$ cat config.mk
export PLATFORM = sky130hd
export DESIGN_NAME = text_to_integer_any_base
export DESIGN_NICKNAME = d
export VERILOG_FILES = /design/src/rtl/atoib_pkg.sv /design/src/rtl/atoib_cfg.sv /design/src/rtl/atoib_parse.sv /design/src/rtl/text_to_integer_any_base.sv
export SDC_FILE = /design/constraint.sdc
export NUM_CORES = 2
export LEC_CHECK = 0
export CAP_MARGIN = 20
export CORE_UTILIZATION = 40
export DETAILED_ROUTE_END_ITERATION = 8
export DONT_BUFFER_PORTS = 1
export GPL_TIMING_DRIVEN = 0
export MAX_ROUTING_LAYER = met4
export PLACE_DENSITY_LB_ADDON = 0.15
export SYNTH_ARGS = -nofsm -noshare
export SYNTH_HDL_FRONTEND = slang
export SYNTH_SLANG_ARGS = --single-unit
$ cat constraint.sdc
create_clock -name aclk -period 8.9 [get_ports aclk]
set_input_delay 1.78 -clock aclk [delete_from_list [all_inputs] [get_ports aclk]]
set_output_delay 1.78 -clock aclk [all_outputs]
set_load 0.005 [all_outputs]
$ cat src/rtl/atoib_pkg.sv
package atoib_pkg;

    // field and register widths
    localparam int CH_W        = 8;
    localparam int VALUE_W     = 32;
    localparam int MAX_SYMBOLS = 16;
    localparam int SYM_IDX_W   = 4;
    localparam int LEN_W       = 5;
    localparam int CFG_DATA_W  = 64;
    localparam int CFG_ADDR_W  = 5;
    localparam int REG_IDX_W   = 2;

    // register indexes, byte address is 8 * index
    localparam logic [REG_IDX_W-1:0] REG_ALPHA_LOW  = 2'd0;
    localparam logic [REG_IDX_W-1:0] REG_ALPHA_HIGH = 2'd1;
    localparam logic [REG_IDX_W-1:0] REG_ALPHA_LEN  = 2'd2;

    // character codes
    localparam logic [CH_W-1:0] CH_NUL   = 8'h00;
    localparam logic [CH_W-1:0] CH_PLUS  = 8'h2B;
    localparam logic [CH_W-1:0] CH_MINUS = 8'h2D;
    localparam logic [CH_W-1:0] CH_SPACE = 8'h20;
    localparam logic [CH_W-1:0] CH_TAB   = 8'h09;
    localparam logic [CH_W-1:0] CH_LF    = 8'h0A;
    localparam logic [CH_W-1:0] CH_VT    = 8'h0B;
    localparam logic [CH_W-1:0] CH_FF    = 8'h0C;
    localparam logic [CH_W-1:0] CH_CR    = 8'h0D;

    // parser phase, one-hot
    typedef enum logic [3:0] {
        PH_SIGN   = 4'b0001,
        PH_SPACE  = 4'b0010,
        PH_DIGITS = 4'b0100,
        PH_STOP   = 4'b1000
    } phase_t;

    // configuration seen by the parser
    typedef struct packed {
        logic [CFG_DATA_W-1:0] alpha_low;
        logic [CFG_DATA_W-1:0] alpha_high;
        logic [LEN_W-1:0]      alpha_len;
        logic                  base_valid;
    } cfg_t;

    function automatic logic is_space(input logic [CH_W-1:0] c);
        return (c == CH_SPACE) || (c == CH_TAB) || (c == CH_LF) ||
               (c == CH_VT) || (c == CH_FF) || (c == CH_CR);
    endfunction

    function automatic logic is_sign(input logic [CH_W-1:0] c);
        return (c == CH_PLUS) || (c == CH_MINUS);
    endfunction

    // symbol i of the alphabet, low word holds symbols 0..7
    function automatic logic [CH_W-1:0] sym_at(input logic [CFG_DATA_W-1:0] lo,
                                               input logic [CFG_DATA_W-1:0] hi,
                                               input logic [SYM_IDX_W-1:0] i);
        logic [CFG_DATA_W-1:0] word;
        word = i[SYM_IDX_W-1] ? hi : lo;
        return word[i[SYM_IDX_W-2:0]*CH_W +: CH_W];
    endfunction

endpackage

$ cat src/rtl/atoib_cfg.sv
module atoib_cfg (
    input  logic                             aclk,
    input  logic                             aresetn,
    input  logic                             psel,
    input  logic                             penable,
    input  logic                             pwrite,
    input  logic [atoib_pkg::CFG_ADDR_W-1:0] paddr,
    input  logic [atoib_pkg::CFG_DATA_W-1:0] pwdata,
    output logic [atoib_pkg::CFG_DATA_W-1:0] prdata,
    output logic                             pready,
    output atoib_pkg::cfg_t                  cfg
);
    import atoib_pkg::*;

    logic [CFG_DATA_W-1:0] alpha_low_reg;
    logic [CFG_DATA_W-1:0] alpha_high_reg;
    logic [LEN_W-1:0]      alpha_len_reg;
    logic [REG_IDX_W-1:0]  reg_idx;
    logic                  wr_en;
    logic [CH_W-1:0]       sym [MAX_SYMBOLS];
    logic                  base_ok;

    assign pready  = 1'b1;
    assign reg_idx = paddr[CFG_ADDR_W-1 -: REG_IDX_W];
    assign wr_en   = psel && penable && pwrite && pready;

    // register writes
    always_ff @(posedge aclk) begin
        if (!aresetn) begin
            alpha_low_reg  <= '0;
            alpha_high_reg <= '0;
            alpha_len_reg  <= '0;
        end else if (wr_en) begin
            case (reg_idx)
                REG_ALPHA_LOW:  alpha_low_reg  <= pwdata;
                REG_ALPHA_HIGH: alpha_high_reg <= pwdata;
                REG_ALPHA_LEN:  alpha_len_reg  <= pwdata[LEN_W-1:0];
                default: ;
            endcase
        end
    end

    // register reads
    always_comb begin
        case (reg_idx)
            REG_ALPHA_LOW:  prdata = alpha_low_reg;
            REG_ALPHA_HIGH: prdata = alpha_high_reg;
            REG_ALPHA_LEN:  prdata = {{(CFG_DATA_W-LEN_W){1'b0}}, alpha_len_reg};
            default:        prdata = '0;
        endcase
    end

    // unpack symbols
    always_comb begin
        for (int i = 0; i < MAX_SYMBOLS; i++) begin
            sym[i] = sym_at(alpha_low_reg, alpha_high_reg, SYM_IDX_W'(i));
        end
    end

    // base check: length in range, no sign symbol, no repeated symbol
    always_comb begin
        base_ok = (alpha_len_reg >= LEN_W'(2)) && (alpha_len_reg <= LEN_W'(MAX_SYMBOLS));
        for (int i = 0; i < MAX_SYMBOLS; i++) begin
            if (LEN_W'(i) < alpha_len_reg) begin
                if (is_sign(sym[i])) begin
                    base_ok = 1'b0;
                end
                for (int j = i + 1; j < MAX_SYMBOLS; j++) begin
                    if ((LEN_W'(j) < alpha_len_reg) && (sym[j] == sym[i])) begin
                        base_ok = 1'b0;
                    end
                end
            end
        end
    end

    assign cfg.alpha_low  = alpha_low_reg;
    assign cfg.alpha_high = alpha_high_reg;
    assign cfg.alpha_len  = alpha_len_reg;
    assign cfg.base_valid = base_ok;

endmodule

$ cat src/rtl/atoib_parse.sv
module atoib_parse (
    input  logic                          aclk,
    input  logic                          aresetn,
    input  logic                          step,
    input  logic [atoib_pkg::CH_W-1:0]    ch,
    input  logic                          last,
    input  atoib_pkg::cfg_t               cfg,
    output logic [atoib_pkg::VALUE_W-1:0] res_value,
    output logic                          res_base_valid
);
    import atoib_pkg::*;

    phase_t               phase_reg, phase_next;
    logic [VALUE_W-1:0]   acc_reg, acc_next;
    logic                 neg_reg, neg_next;
    logic [LEN_W-1:0]     n_eff;
    logic                 hit;
    logic [SYM_IDX_W-1:0] hit_idx;
    logic [VALUE_W+LEN_W-1:0] prod;
    logic [VALUE_W-1:0]   acc_digit;
    phase_t               digit_phase;
    logic [VALUE_W-1:0]   digit_acc;
    logic [VALUE_W-1:0]   signed_acc;

    assign n_eff = (cfg.alpha_len > LEN_W'(MAX_SYMBOLS)) ? LEN_W'(MAX_SYMBOLS)
                                                           : cfg.alpha_len;

    // parallel symbol compare, lowest index wins
    always_comb begin
        hit     = 1'b0;
        hit_idx = '0;
        for (int i = MAX_SYMBOLS - 1; i >= 0; i--) begin
            if ((LEN_W'(i) < n_eff) &&
                (sym_at(cfg.alpha_low, cfg.alpha_high, SYM_IDX_W'(i)) == ch)) begin
                hit     = 1'b1;
                hit_idx = SYM_IDX_W'(i);
            end
        end
    end

    // multiply-accumulate, wraps at value width
    assign prod      = {{LEN_W{1'b0}}, acc_reg} * {{VALUE_W{1'b0}}, n_eff};
    assign acc_digit = prod[VALUE_W-1:0] + {{(VALUE_W-SYM_IDX_W){1'b0}}, hit_idx};

    // digit handling: sign or space stops, unknown clears and stops
    always_comb begin
        if (is_sign(ch) || is_space(ch)) begin
            digit_phase = PH_STOP;
            digit_acc   = acc_reg;
        end else if (hit) begin
            digit_phase = PH_DIGITS;
            digit_acc   = acc_digit;
        end else begin
            digit_phase = PH_STOP;
            digit_acc   = '0;
        end
    end

    // phase sequencing for one character
    always_comb begin
        phase_next = phase_reg;
        acc_next   = acc_reg;
        neg_next   = neg_reg;
        if (ch == CH_NUL) begin
            if (phase_reg != PH_STOP) begin
                phase_next = PH_STOP;
            end
        end else begin
            case (phase_reg)
                PH_SIGN: begin
                    if (is_sign(ch)) begin
                        neg_next   = (ch == CH_MINUS);
                        phase_next = PH_SPACE;
                    end else if (is_space(ch)) begin
                        phase_next = PH_SPACE;
                    end else begin
                        phase_next = digit_phase;
                        acc_next   = digit_acc;
                    end
                end
                PH_SPACE: begin
                    if (!is_space(ch)) begin
                        phase_next = digit_phase;
                        acc_next   = digit_acc;
                    end
                end
                PH_DIGITS: begin
                    phase_next = digit_phase;
                    acc_next   = digit_acc;
                end
                PH_STOP: ;
                default: phase_next = PH_STOP;
            endcase
        end
    end

    // result from the state after this character
    assign signed_acc     = neg_next ? (VALUE_W'(0) - acc_next) : acc_next;
    assign res_value      = cfg.base_valid ? signed_acc : '0;
    assign res_base_valid = cfg.base_valid;

    // parser state, back to start after the last character
    always_ff @(posedge aclk) begin
        if (!aresetn) begin
            phase_reg <= PH_SIGN;
            acc_reg   <= '0;
            neg_reg   <= 1'b0;
        end else if (step) begin
            if (last) begin
                phase_reg <= PH_SIGN;
                acc_reg   <= '0;
                neg_reg   <= 1'b0;
            end else begin
                phase_reg <= phase_next;
                acc_reg   <= acc_next;
                neg_reg   <= neg_next;
            end
        end
    end

endmodule

$ cat src/rtl/text_to_integer_any_base.sv
// result path: the tlast character passes the input register, then the result register, before m_tvalid rises
// throughput: one character per cycle; the parser state loop accepts a character on every step
// a result transaction that waits at the output only stalls the input on a tlast character
// reset: synchronous, active low; clears the alphabet registers, the parser state
// and both pipeline registers
module text_to_integer_any_base (
    input  logic                             aclk,
    input  logic                             aresetn,
    // configuration
    input  logic                             psel,
    input  logic                             penable,
    input  logic                             pwrite,
    input  logic [atoib_pkg::CFG_ADDR_W-1:0] paddr,
    input  logic [atoib_pkg::CFG_DATA_W-1:0] pwdata,
    output logic [atoib_pkg::CFG_DATA_W-1:0] prdata,
    output logic                             pready,
    // character stream
    input  logic                             s_tvalid,
    output logic                             s_tready,
    input  logic [7:0]                       s_tdata,  // ch[7:0]
    input  logic                             s_tlast,
    // result stream
    output logic                             m_tvalid,
    input  logic                             m_tready,
    output logic [31:0]                      m_tdata,  // value[31:0]
    output logic                             m_tuser   // base_valid
);
    import atoib_pkg::*;

    cfg_t                 cfg;
    logic                 in_valid_reg;
    logic [CH_W-1:0]      in_ch_reg;
    logic                 in_last_reg;
    logic                 out_valid_reg;
    logic [VALUE_W-1:0]   out_value_reg;
    logic                 out_base_valid_reg;
    logic                 out_free;
    logic                 step;
    logic [VALUE_W-1:0]   res_value;
    logic                 res_base_valid;

    atoib_cfg u_cfg (
        .aclk    (aclk),
        .aresetn (aresetn),
        .psel    (psel),
        .penable (penable),
        .pwrite  (pwrite),
        .paddr   (paddr),
        .pwdata  (pwdata),
        .prdata  (prdata),
        .pready  (pready),
        .cfg     (cfg)
    );

    // handshake: a character moves on unless it needs a busy output slot
    assign out_free = !out_valid_reg || m_tready;
    assign step     = in_valid_reg && (!in_last_reg || out_free);
    assign s_tready = !in_valid_reg || step;

    // input register
    always_ff @(posedge aclk) begin
        if (!aresetn) begin
            in_valid_reg <= 1'b0;
        end else if (s_tready) begin
            in_valid_reg <= s_tvalid;
        end
    end

    always_ff @(posedge aclk) begin
        if (s_tready && s_tvalid) begin
            in_ch_reg   <= s_tdata[CH_W-1:0];
            in_last_reg <= s_tlast;
        end
    end

    atoib_parse u_parse (
        .aclk           (aclk),
        .aresetn        (aresetn),
        .step           (step),
        .ch             (in_ch_reg),
        .last           (in_last_reg),
        .cfg            (cfg),
        .res_value      (res_value),
        .res_base_valid (res_base_valid)
    );

    // result register
    always_ff @(posedge aclk) begin
        if (!aresetn) begin
            out_valid_reg <= 1'b0;
        end else if (step && in_last_reg) begin
            out_valid_reg <= 1'b1;
        end else if (m_tready) begin
            out_valid_reg <= 1'b0;
        end
    end

    always_ff @(posedge aclk) begin
        if (step && in_last_reg) begin
            out_value_reg      <= res_value;
            out_base_valid_reg <= res_base_valid;
        end
    end

    assign m_tvalid = out_valid_reg;
    assign m_tdata  = out_value_reg;
    assign m_tuser  = out_base_valid_reg;

    // reset empties both pipeline registers
    a_reset_empty: assert property (@(posedge aclk)
        !aresetn |=> !in_valid_reg && !out_valid_reg)
        else $error("pipeline not empty after reset");

    // a finished string always lands in the result register
    a_last_to_out: assert property (@(posedge aclk) disable iff (!aresetn)
        step && in_last_reg |=> out_valid_reg)
        else $error("result lost for last character");

    // a stalled character stays in the input register
    a_in_hold: assert property (@(posedge aclk) disable iff (!aresetn)
        in_valid_reg && !step |=> in_valid_reg && $stable(in_ch_reg) && $stable(in_last_reg))
        else $error("stalled character dropped");

    // an invalid base gives value zero
    a_invalid_zero: assert property (@(posedge aclk) disable iff (!aresetn)
        out_valid_reg && !out_base_valid_reg |-> out_value_reg == '0)
        else $error("nonzero value for invalid base");

    // the result slot is never overwritten while it waits
    a_no_overwrite: assert property (@(posedge aclk) disable iff (!aresetn)
        out_valid_reg && !m_tready |-> !(step && in_last_reg))
        else $error("waiting result overwritten");

endmodule

# After elaboration in Yosys (flattened, before gate mapping)
# Cells that the tools add are included.
dict set report totals {
  out_inout_bits 100
  register_bits 214
}
dict set report op_classes {
  order_cmp 35
  mux 209
  reduce_logical 178
  multipliers 1
  eq_ne 186
  n_addsub 2
}
# cell n
set ops {}
lappend ops {{== test 8 bit} 136}
lappend ops {{== test 8 x 6 -> 1 bit, second input constant} 35}
lappend ops {{2-to-1 mux 32 bit} 7}
lappend ops {{one-hot mux 64 bit (3 select lines)} 1}
lappend ops {{2-to-1 mux 1 bit} 174}
lappend ops {{logical AND 1 bit} 142}
lappend ops {{2-to-1 mux 4 bit} 24}
lappend ops {{one-hot mux 32 bit (3 select lines)} 1}
lappend ops {{less-than comparator 4 x 5 -> 1 bit, first input constant} 16}
lappend ops {{== test 8 x 4 -> 1 bit, second input constant} 5}
lappend ops {{less-than comparator 3 x 5 -> 1 bit, first input constant} 8}
lappend ops {{adder 32 x 4 -> 32 bit} 1}
lappend ops {{multiplier 32 x 5 -> 32 bit} 1}
lappend ops {{subtractor 1 x 32 -> 32 bit, first input constant} 1}
lappend ops {{logical OR 1 bit} 26}
lappend ops {{less-than comparator 1 x 5 -> 1 bit, first input constant} 4}
lappend ops {{less-than comparator 2 x 5 -> 1 bit, first input constant} 4}
lappend ops {{one-hot mux 4 bit (4 select lines)} 1}
lappend ops {{logical NOT 8 bit} 1}
lappend ops {{AND reduction 2 bit} 3}
lappend ops {{greater-or-equal comparator 5 x 2 -> 1 bit, second input constant} 1}
lappend ops {{greater-than comparator 5 bit, second input constant} 1}
lappend ops {{<= comparator 5 bit, second input constant} 1}
lappend ops {{2-to-1 mux 5 bit} 1}
lappend ops {{other kinds (14)} 16}

# Depth between registers and ports, before layout
dict set report logic_depth {
  word_depth 154
  mapped_depth 29
  depth_no_buf 27
}

# By module
# Synthesis repeated with hierarchy kept, for this count alone.
dict set report unflattened {
  cells_unflattened 3869
  hier_area_um2 30518.0
}
# module seq_area_each_um2 instances area_per_inst_um2 cells_each
set by_module_without_submodules {}
lappend by_module_without_submodules {atoib_cfg 2662.6 1 18590.3 2427}
lappend by_module_without_submodules {atoib_parse 740.7 1 10548.9 1388}
lappend by_module_without_submodules {text_to_integer_any_base 1301.2 1 1378.8 54}

# Worst setup path after synthesis
# OpenSTA, ideal clock, no wires.
dict set report synth_timing {
  kind {register to register}
  start {register in_ch_reg[6]}
  end {register out_value_reg[31], in the netlist m_tdata[31] (data pin)}
  slack_ps 2417
  path_buffers 2
  arrival_time_ps 6218
  period_less_slack_ps 6483
  path_stages_with_launch 27
  cell_sequence {edfxtp_1 buf_6 buf_6 xor2_1 nor4_2 nand3_1 and4bb_1 o21ai_0 nand2_1 fa_1 inv_1 ha_1 ha_1 ha_1 inv_1 fa_1 nor2b_1 o311ai_2 a2111oi_4 o211ai_1 nand2_1 o311ai_1 o311ai_1 nand4_4 nor4_2 mux2_1 or3_1}
}
dict set report synth_between {
  elab_chain_len 27
  word_cells_on_any_way 92
  classes_between {2 x add/sub; 24 x eq/ne; 42 x mux; 24 x reduce/logical}
}
# item line_no
set synth_lines {}
lappend synth_lines {{start: declaration} text_to_integer_any_base.sv:32} ;# logic [CH_W-1:0] in_ch_reg;
lappend synth_lines {{start signal: assignment} text_to_integer_any_base.sv:71} ;# in_ch_reg <= s_tdata[CH_W-1:0];
lappend synth_lines {{== test 8 bit} atoib_parse.sv:34} ;# (sym_at(cfg.alpha_low, cfg.alpha_high, SYM_IDX_W'(i)) == ch)) begin
lappend synth_lines {{logical AND 1 bit} atoib_parse.sv:33} ;# if ((LEN_W'(i) < n_eff) &&
lappend synth_lines {{2-to-1 mux 4 bit (16 in a row)} atoib_parse.sv:33}
lappend synth_lines {{adder 32 x 4 -> 32 bit} atoib_parse.sv:43} ;# assign acc_digit = prod[VALUE_W-1:0] + {{(VALUE_W-SYM_IDX_W){1'b0}}, hit_idx};
lappend synth_lines {{2-to-1 mux 32 bit} atoib_parse.sv:50} ;# end else if (hit) begin
lappend synth_lines {{2-to-1 mux 32 bit} atoib_parse.sv:47} ;# if (is_sign(ch) || is_space(ch)) begin
lappend synth_lines {{2-to-1 mux 32 bit} {atoib_parse.sv:74, atoib_parse.sv:82}}
lappend synth_lines {{2-to-1 mux 32 bit} atoib_parse.sv:71} ;# if (is_sign(ch)) begin
lappend synth_lines {{one-hot mux 32 bit (3 select lines)} atoib_parse.sv:69} ;# case (phase_reg)
lappend synth_lines {{2-to-1 mux 32 bit} atoib_parse.sv:64} ;# if (ch == CH_NUL) begin
lappend synth_lines {{subtractor 1 x 32 -> 32 bit} atoib_parse.sv:98} ;# assign signed_acc = neg_next ? (VALUE_W'(0) - acc_next) : acc_next;
lappend synth_lines {{2-to-1 mux 32 bit (*)} atoib_parse.sv:98}
lappend synth_lines {{end signal: assignment} text_to_integer_any_base.sv:100} ;# out_value_reg <= res_value;
lappend synth_lines {{end: declaration} text_to_integer_any_base.sv:35} ;# logic [VALUE_W-1:0] out_value_reg;
# Every way passes the cells marked *; elsewhere a longest branch is shown, timed or not.
# A chain may end at the register's enable or synchronous reset.

# Worst setup path in the final report
dict set report layout_timing {
  start {register u_cfg.alpha_len_reg[3]}
  end {register out_value_reg[31], in the netlist m_tdata[31] (data pin)}
}
dict set report layout_between {
  elab_chain_len 154
  word_cells_on_any_way 367
  classes_between {2 x add/sub; 1 x mul; 35 x order compare; 192 x mux; 137 x reduce/logical}
}
# item line_no
set layout_lines {}
lappend layout_lines {{start: declaration} atoib_cfg.sv:17} ;# logic [LEN_W-1:0] alpha_len_reg;
lappend layout_lines {{start signal: assignment} atoib_cfg.sv:37} ;# REG_ALPHA_LEN: alpha_len_reg <= pwdata[LEN_W-1:0];
lappend layout_lines {{greater-or-equal comparator 5 x 2 -> 1 bit / <= comparator 5 bit (equally long branches)} atoib_cfg.sv:62} ;# base_ok = (alpha_len_reg >= LEN_W'(2)) && (alpha_len_reg <= LEN_W'(MAX_SYMBOLS));
lappend layout_lines {{logical AND 1 bit} atoib_cfg.sv:62}
lappend layout_lines {{2-to-1 mux 1 bit} atoib_cfg.sv:65} ;# if (is_sign(sym[i])) begin
lappend layout_lines {{2-to-1 mux 1 bit (15 in a row)} atoib_cfg.sv:69} ;# if ((LEN_W'(j) < alpha_len_reg) && (sym[j] == sym[i])) begin
lappend layout_lines {{2-to-1 mux 1 bit} atoib_cfg.sv:64} ;# if (LEN_W'(i) < alpha_len_reg) begin
lappend layout_lines {{2-to-1 mux 1 bit} atoib_cfg.sv:65}
lappend layout_lines {{2-to-1 mux 1 bit (14 in a row)} atoib_cfg.sv:69}
lappend layout_lines {{2-to-1 mux 1 bit} atoib_cfg.sv:64}
lappend layout_lines {{[... 110 more ...]} n/a}
lappend layout_lines {{2-to-1 mux 1 bit} atoib_cfg.sv:65}
lappend layout_lines {{2-to-1 mux 1 bit (2 in a row)} atoib_cfg.sv:69}
lappend layout_lines {{2-to-1 mux 1 bit} atoib_cfg.sv:64}
lappend layout_lines {{2-to-1 mux 1 bit} atoib_cfg.sv:65}
lappend layout_lines {{2-to-1 mux 1 bit} atoib_cfg.sv:69}
lappend layout_lines {{2-to-1 mux 1 bit} atoib_cfg.sv:64}
lappend layout_lines {{2-to-1 mux 1 bit} atoib_cfg.sv:65}
lappend layout_lines {{2-to-1 mux 1 bit} atoib_cfg.sv:64}
# Parallel ways exist; a longest one is shown, timed or not.

==> impl_metrics.ini <==
[flow_run]
cap_violations = 0

[synthesis]
synth-compound-area-share_pct = 10.4
avgSynthCellArea_um2 = 7.85
synth-simple-area-share_pct = 20.8
synth-seq-cells = 214
ys_top_cells_by_count = xnor2_1 (796), nand2_1 (415), xor2_1 (357)
syn_area_um2 = 29700
yosysMostFrequentCell = xnor2_1
async_reset_ff_share_pct = 0
synth_edf_count = 42
synth.distinct_cells = 104
synthCells = 3787
ys_warn_count = 0
synth_adder_area_share_pct = 8.44
synthTopCellsByArea = xnor2_1 (23%), dfxtp_1 (12%), xor2_1 (11%)
synth_seq_area_share_pct = 15.8
synth_xor_xnor_area_share_pct = 34.0
synth_mux_area_share_pct = 2.39
synth_top_area_share_pct = 23.5
synth_top_family_by_area = XOR/XNOR gates
syn-num-nets = 4021
synth_top_area_cell = xnor2_1
synthFlopType = dfxtp_1

[power_and_ir_drop]
leakage_nw = 13.3
power_mw = 2.70
powerDensity_nw_per_um2 = 84.3
irDropWorstVdd_mv = 0.159

[setup_path]
cp.arrival_ns = 8.88
end_kind = register
crit_type = reg2reg
crit_buf_inv = 5
r2r_start = u_cfg.alpha_len_reg[3]
r2r_slack_ns = 0.36
cp-startpoint = u_cfg.alpha_len_reg[3]
cp.required_ns = 9.25
critPathMaxFanout = 10
start_kind = register
slowest_stage = nor2_2
r2r-end = m_tdata[31]
cpLargestDelayFamily = simple AND/OR/NAND/NOR gates
max_stage_delay_ns = 0.94
r2r_cells = 27

[worst_hold_path]
holdPathEnd = u_parse.acc_reg[31]
hold_depth = 2
min_path_type = reg2reg
hp-start = u_parse.acc_reg[31]

[drt]
routed_via_density = 6.35
first_pass_iters = 8
wirelength_mm = 164
first_iter_violations = 5155
vias = 30600
final_antenna_net_count = 0
drt-wirelength-per-cell_um = 33.9
post-route-drc-count = 4

[placed_design]
gp_congestion = 1.09
hpwlAfterDp_mm = 115
io_buffers = 0

[floorplanning]
core-area_um2 = 73200
rows = 99
pin_count = 185
die_y_um = 275
start_util_pct = 40.6
dieArea_um2 = 75400
fp.dieW_um = 275

[sta]
rsz0062_at_grt = no
finalMaxSlewViolations = 0
skew_ns = 0.0564
tns_ns = 0
final-hold-violation-count = 0
finalSetupViolCount = 0
finalCriticalPeriod_ns = 8.54
clock.fmax_mhz = 117
tightest_slew_ns = 1.33
max_slew_margin_pct = 11.3
finalCritPeriodShare_pct = 95.9

[global_route]
grt_pass1_wl_mm = 223
antenna_found_initial = 4
grt_use_total_pct = 43.3
grt_remaining_overflow = 0
grt_max_degree = 29
grt_pass1_vias = 27600

[clock_tree]
cts_setup_buffers = 0
htreeDepth = 1
clk_pin_slew_worst_paths_ns = 0.06
root_buffer = clkbuf_16
post_cts_resized = 0
insertion_delay_ns = 0.66
numCtsBuffers = 28
ctsHoldBuffers = 0
clock_path_buffers = 3
cts_tree = yes
clock-sinks = 214

[status]
violations = DRC
run_status = finished, violations left

[finish]
nets = 4063
fillers = 7507
syn_to_final_growth_pct = 7.60
drive_gt1_share_pct = 10.3
## worst max-delay path by stage
stage / slack [ns] / cells after the start / to
floorplan: 2.42 / 26 / m_tdata[31]
global placement: 0.04 / 21 / m_tdata[31]
detailed placement: 0.37 / 22 / m_tdata[31]
CTS: 0.34 / 22 / m_tdata[31]
global route: 0.07 / 27 / m_tdata[31]
finish: 0.36 / 27 / m_tdata[31]
## per-stage QoR
step / util, % / std cells / area (µm²) / setup WS (ns) / hold WS (ns)
2_1_floorplan: - / 3787 / 29700 / 2.42 / 0.455
4_1_cts: 43.6 / 4807 / 31900 / 0.343 / 0.515
5_1_grt: 43.7 / 4816 / 32000 / 0.0726 / 0.547
6_report: 43.7 / 4819 / 32000 / 0.364 / 0.520
3_5_place_dp: 42.4 / 4755 / 31100 / 0.369 / 0.504
3_3_place_gp: 42.2 / 4746 / 30900 / 0.0384 / 0.497
## layout make-up
class / count / area, µm² / area share (%)
Timing Repair Buffer: 12 / 150 / 0.469
Multi-Input combinational cell: 3068 / 22600 / 70.8
Clock inverter: 13 / 105 / 0.329
Clock buffer: 39 / 762 / 2.38
Antenna cell: 9 / 22.5 / 0.0704
Inverter: 90 / 338 / 1.06
Buffer: 415 / 2070 / 6.46
Tap cell: 959 / 1200 / 3.75
Sequential cell: 214 / 4700 / 14.7
## cells by family after synthesis
logic type / Yosys count
other: 1
flip-flops: 214
XOR/XNOR: 1154
multiplexers: 71
adder cells (fa/ha/maj): 149
AO/OA/AOI/OAI: 464
AND/OR/NAND/NOR: 1229
buffers and inverters: 505
## worst reg2reg max path, stage by stage, from the launching register on
cell and delay, ns:
dfxtp_1 0.30, buf_6 0.13, nor2_2 0.94, a21o_1 0.14, buf_2 0.49, nor3_2 0.17
nor4_2 0.32, inv_1 0.07, o21ai_0 0.14, nand2_1 0.10, fa_1 0.55, inv_1 0.04
ha_1 0.27, ha_1 0.29, ha_1 0.19, inv_1 0.07, fa_1 0.45, nor2b_1 0.26
o311ai_2 0.22, a2111oi_4 0.60, o211ai_1 0.36, nand2_1 0.25, o311ai_1 0.20, o311ai_1 0.45
nand4_4 0.22, nor4_2 0.33, mux2_1 0.35, or3_1 0.40
## where the power goes
part / internal (mW) / switching (mW) / total [mW]
registers: 1.00 / 0.00798 / 1.01
clock network: 0.603 / 0.544 / 1.15
logic: 0.177 / 0.364 / 0.541
## routing by layer
metal,routed length [µm],vias up,global-route usage (%),share of wire (%)
li1,-,12800,-,-
met1,67000,14800,58.8,41
met5,0,-,-,0
met4,10600,0,23.6,6.5
met2,62700,2461,56.7,38
met3,23400,540,12.5,14
## placed cells by master, fill, tap and decap left out, types with 12 or more instances in the layout
cell type	count
buf_6	21
and3_1	13
fa_1	86
a31oi_1	36
a22oi_1	29
and2_1	72
nor3_1	110
nand3_1	37
xnor2_1	796
a21oi_1	200
buf_4	18
nor2b_1	12
buf_1	36
nor2_1	189
ha_1	63
inv_1	89
xor2_1	357
nand4_1	199
nor4_1	105
dfxtp_1	172
mux2i_1	70
edfxtp_1	42
nand2_1	415
clkbuf_1	99
o31ai_1	18
buf_2	254
clkbuf_16	28
o21ai_0	45
Note: power is estimated with default switching activity, not from simulation.
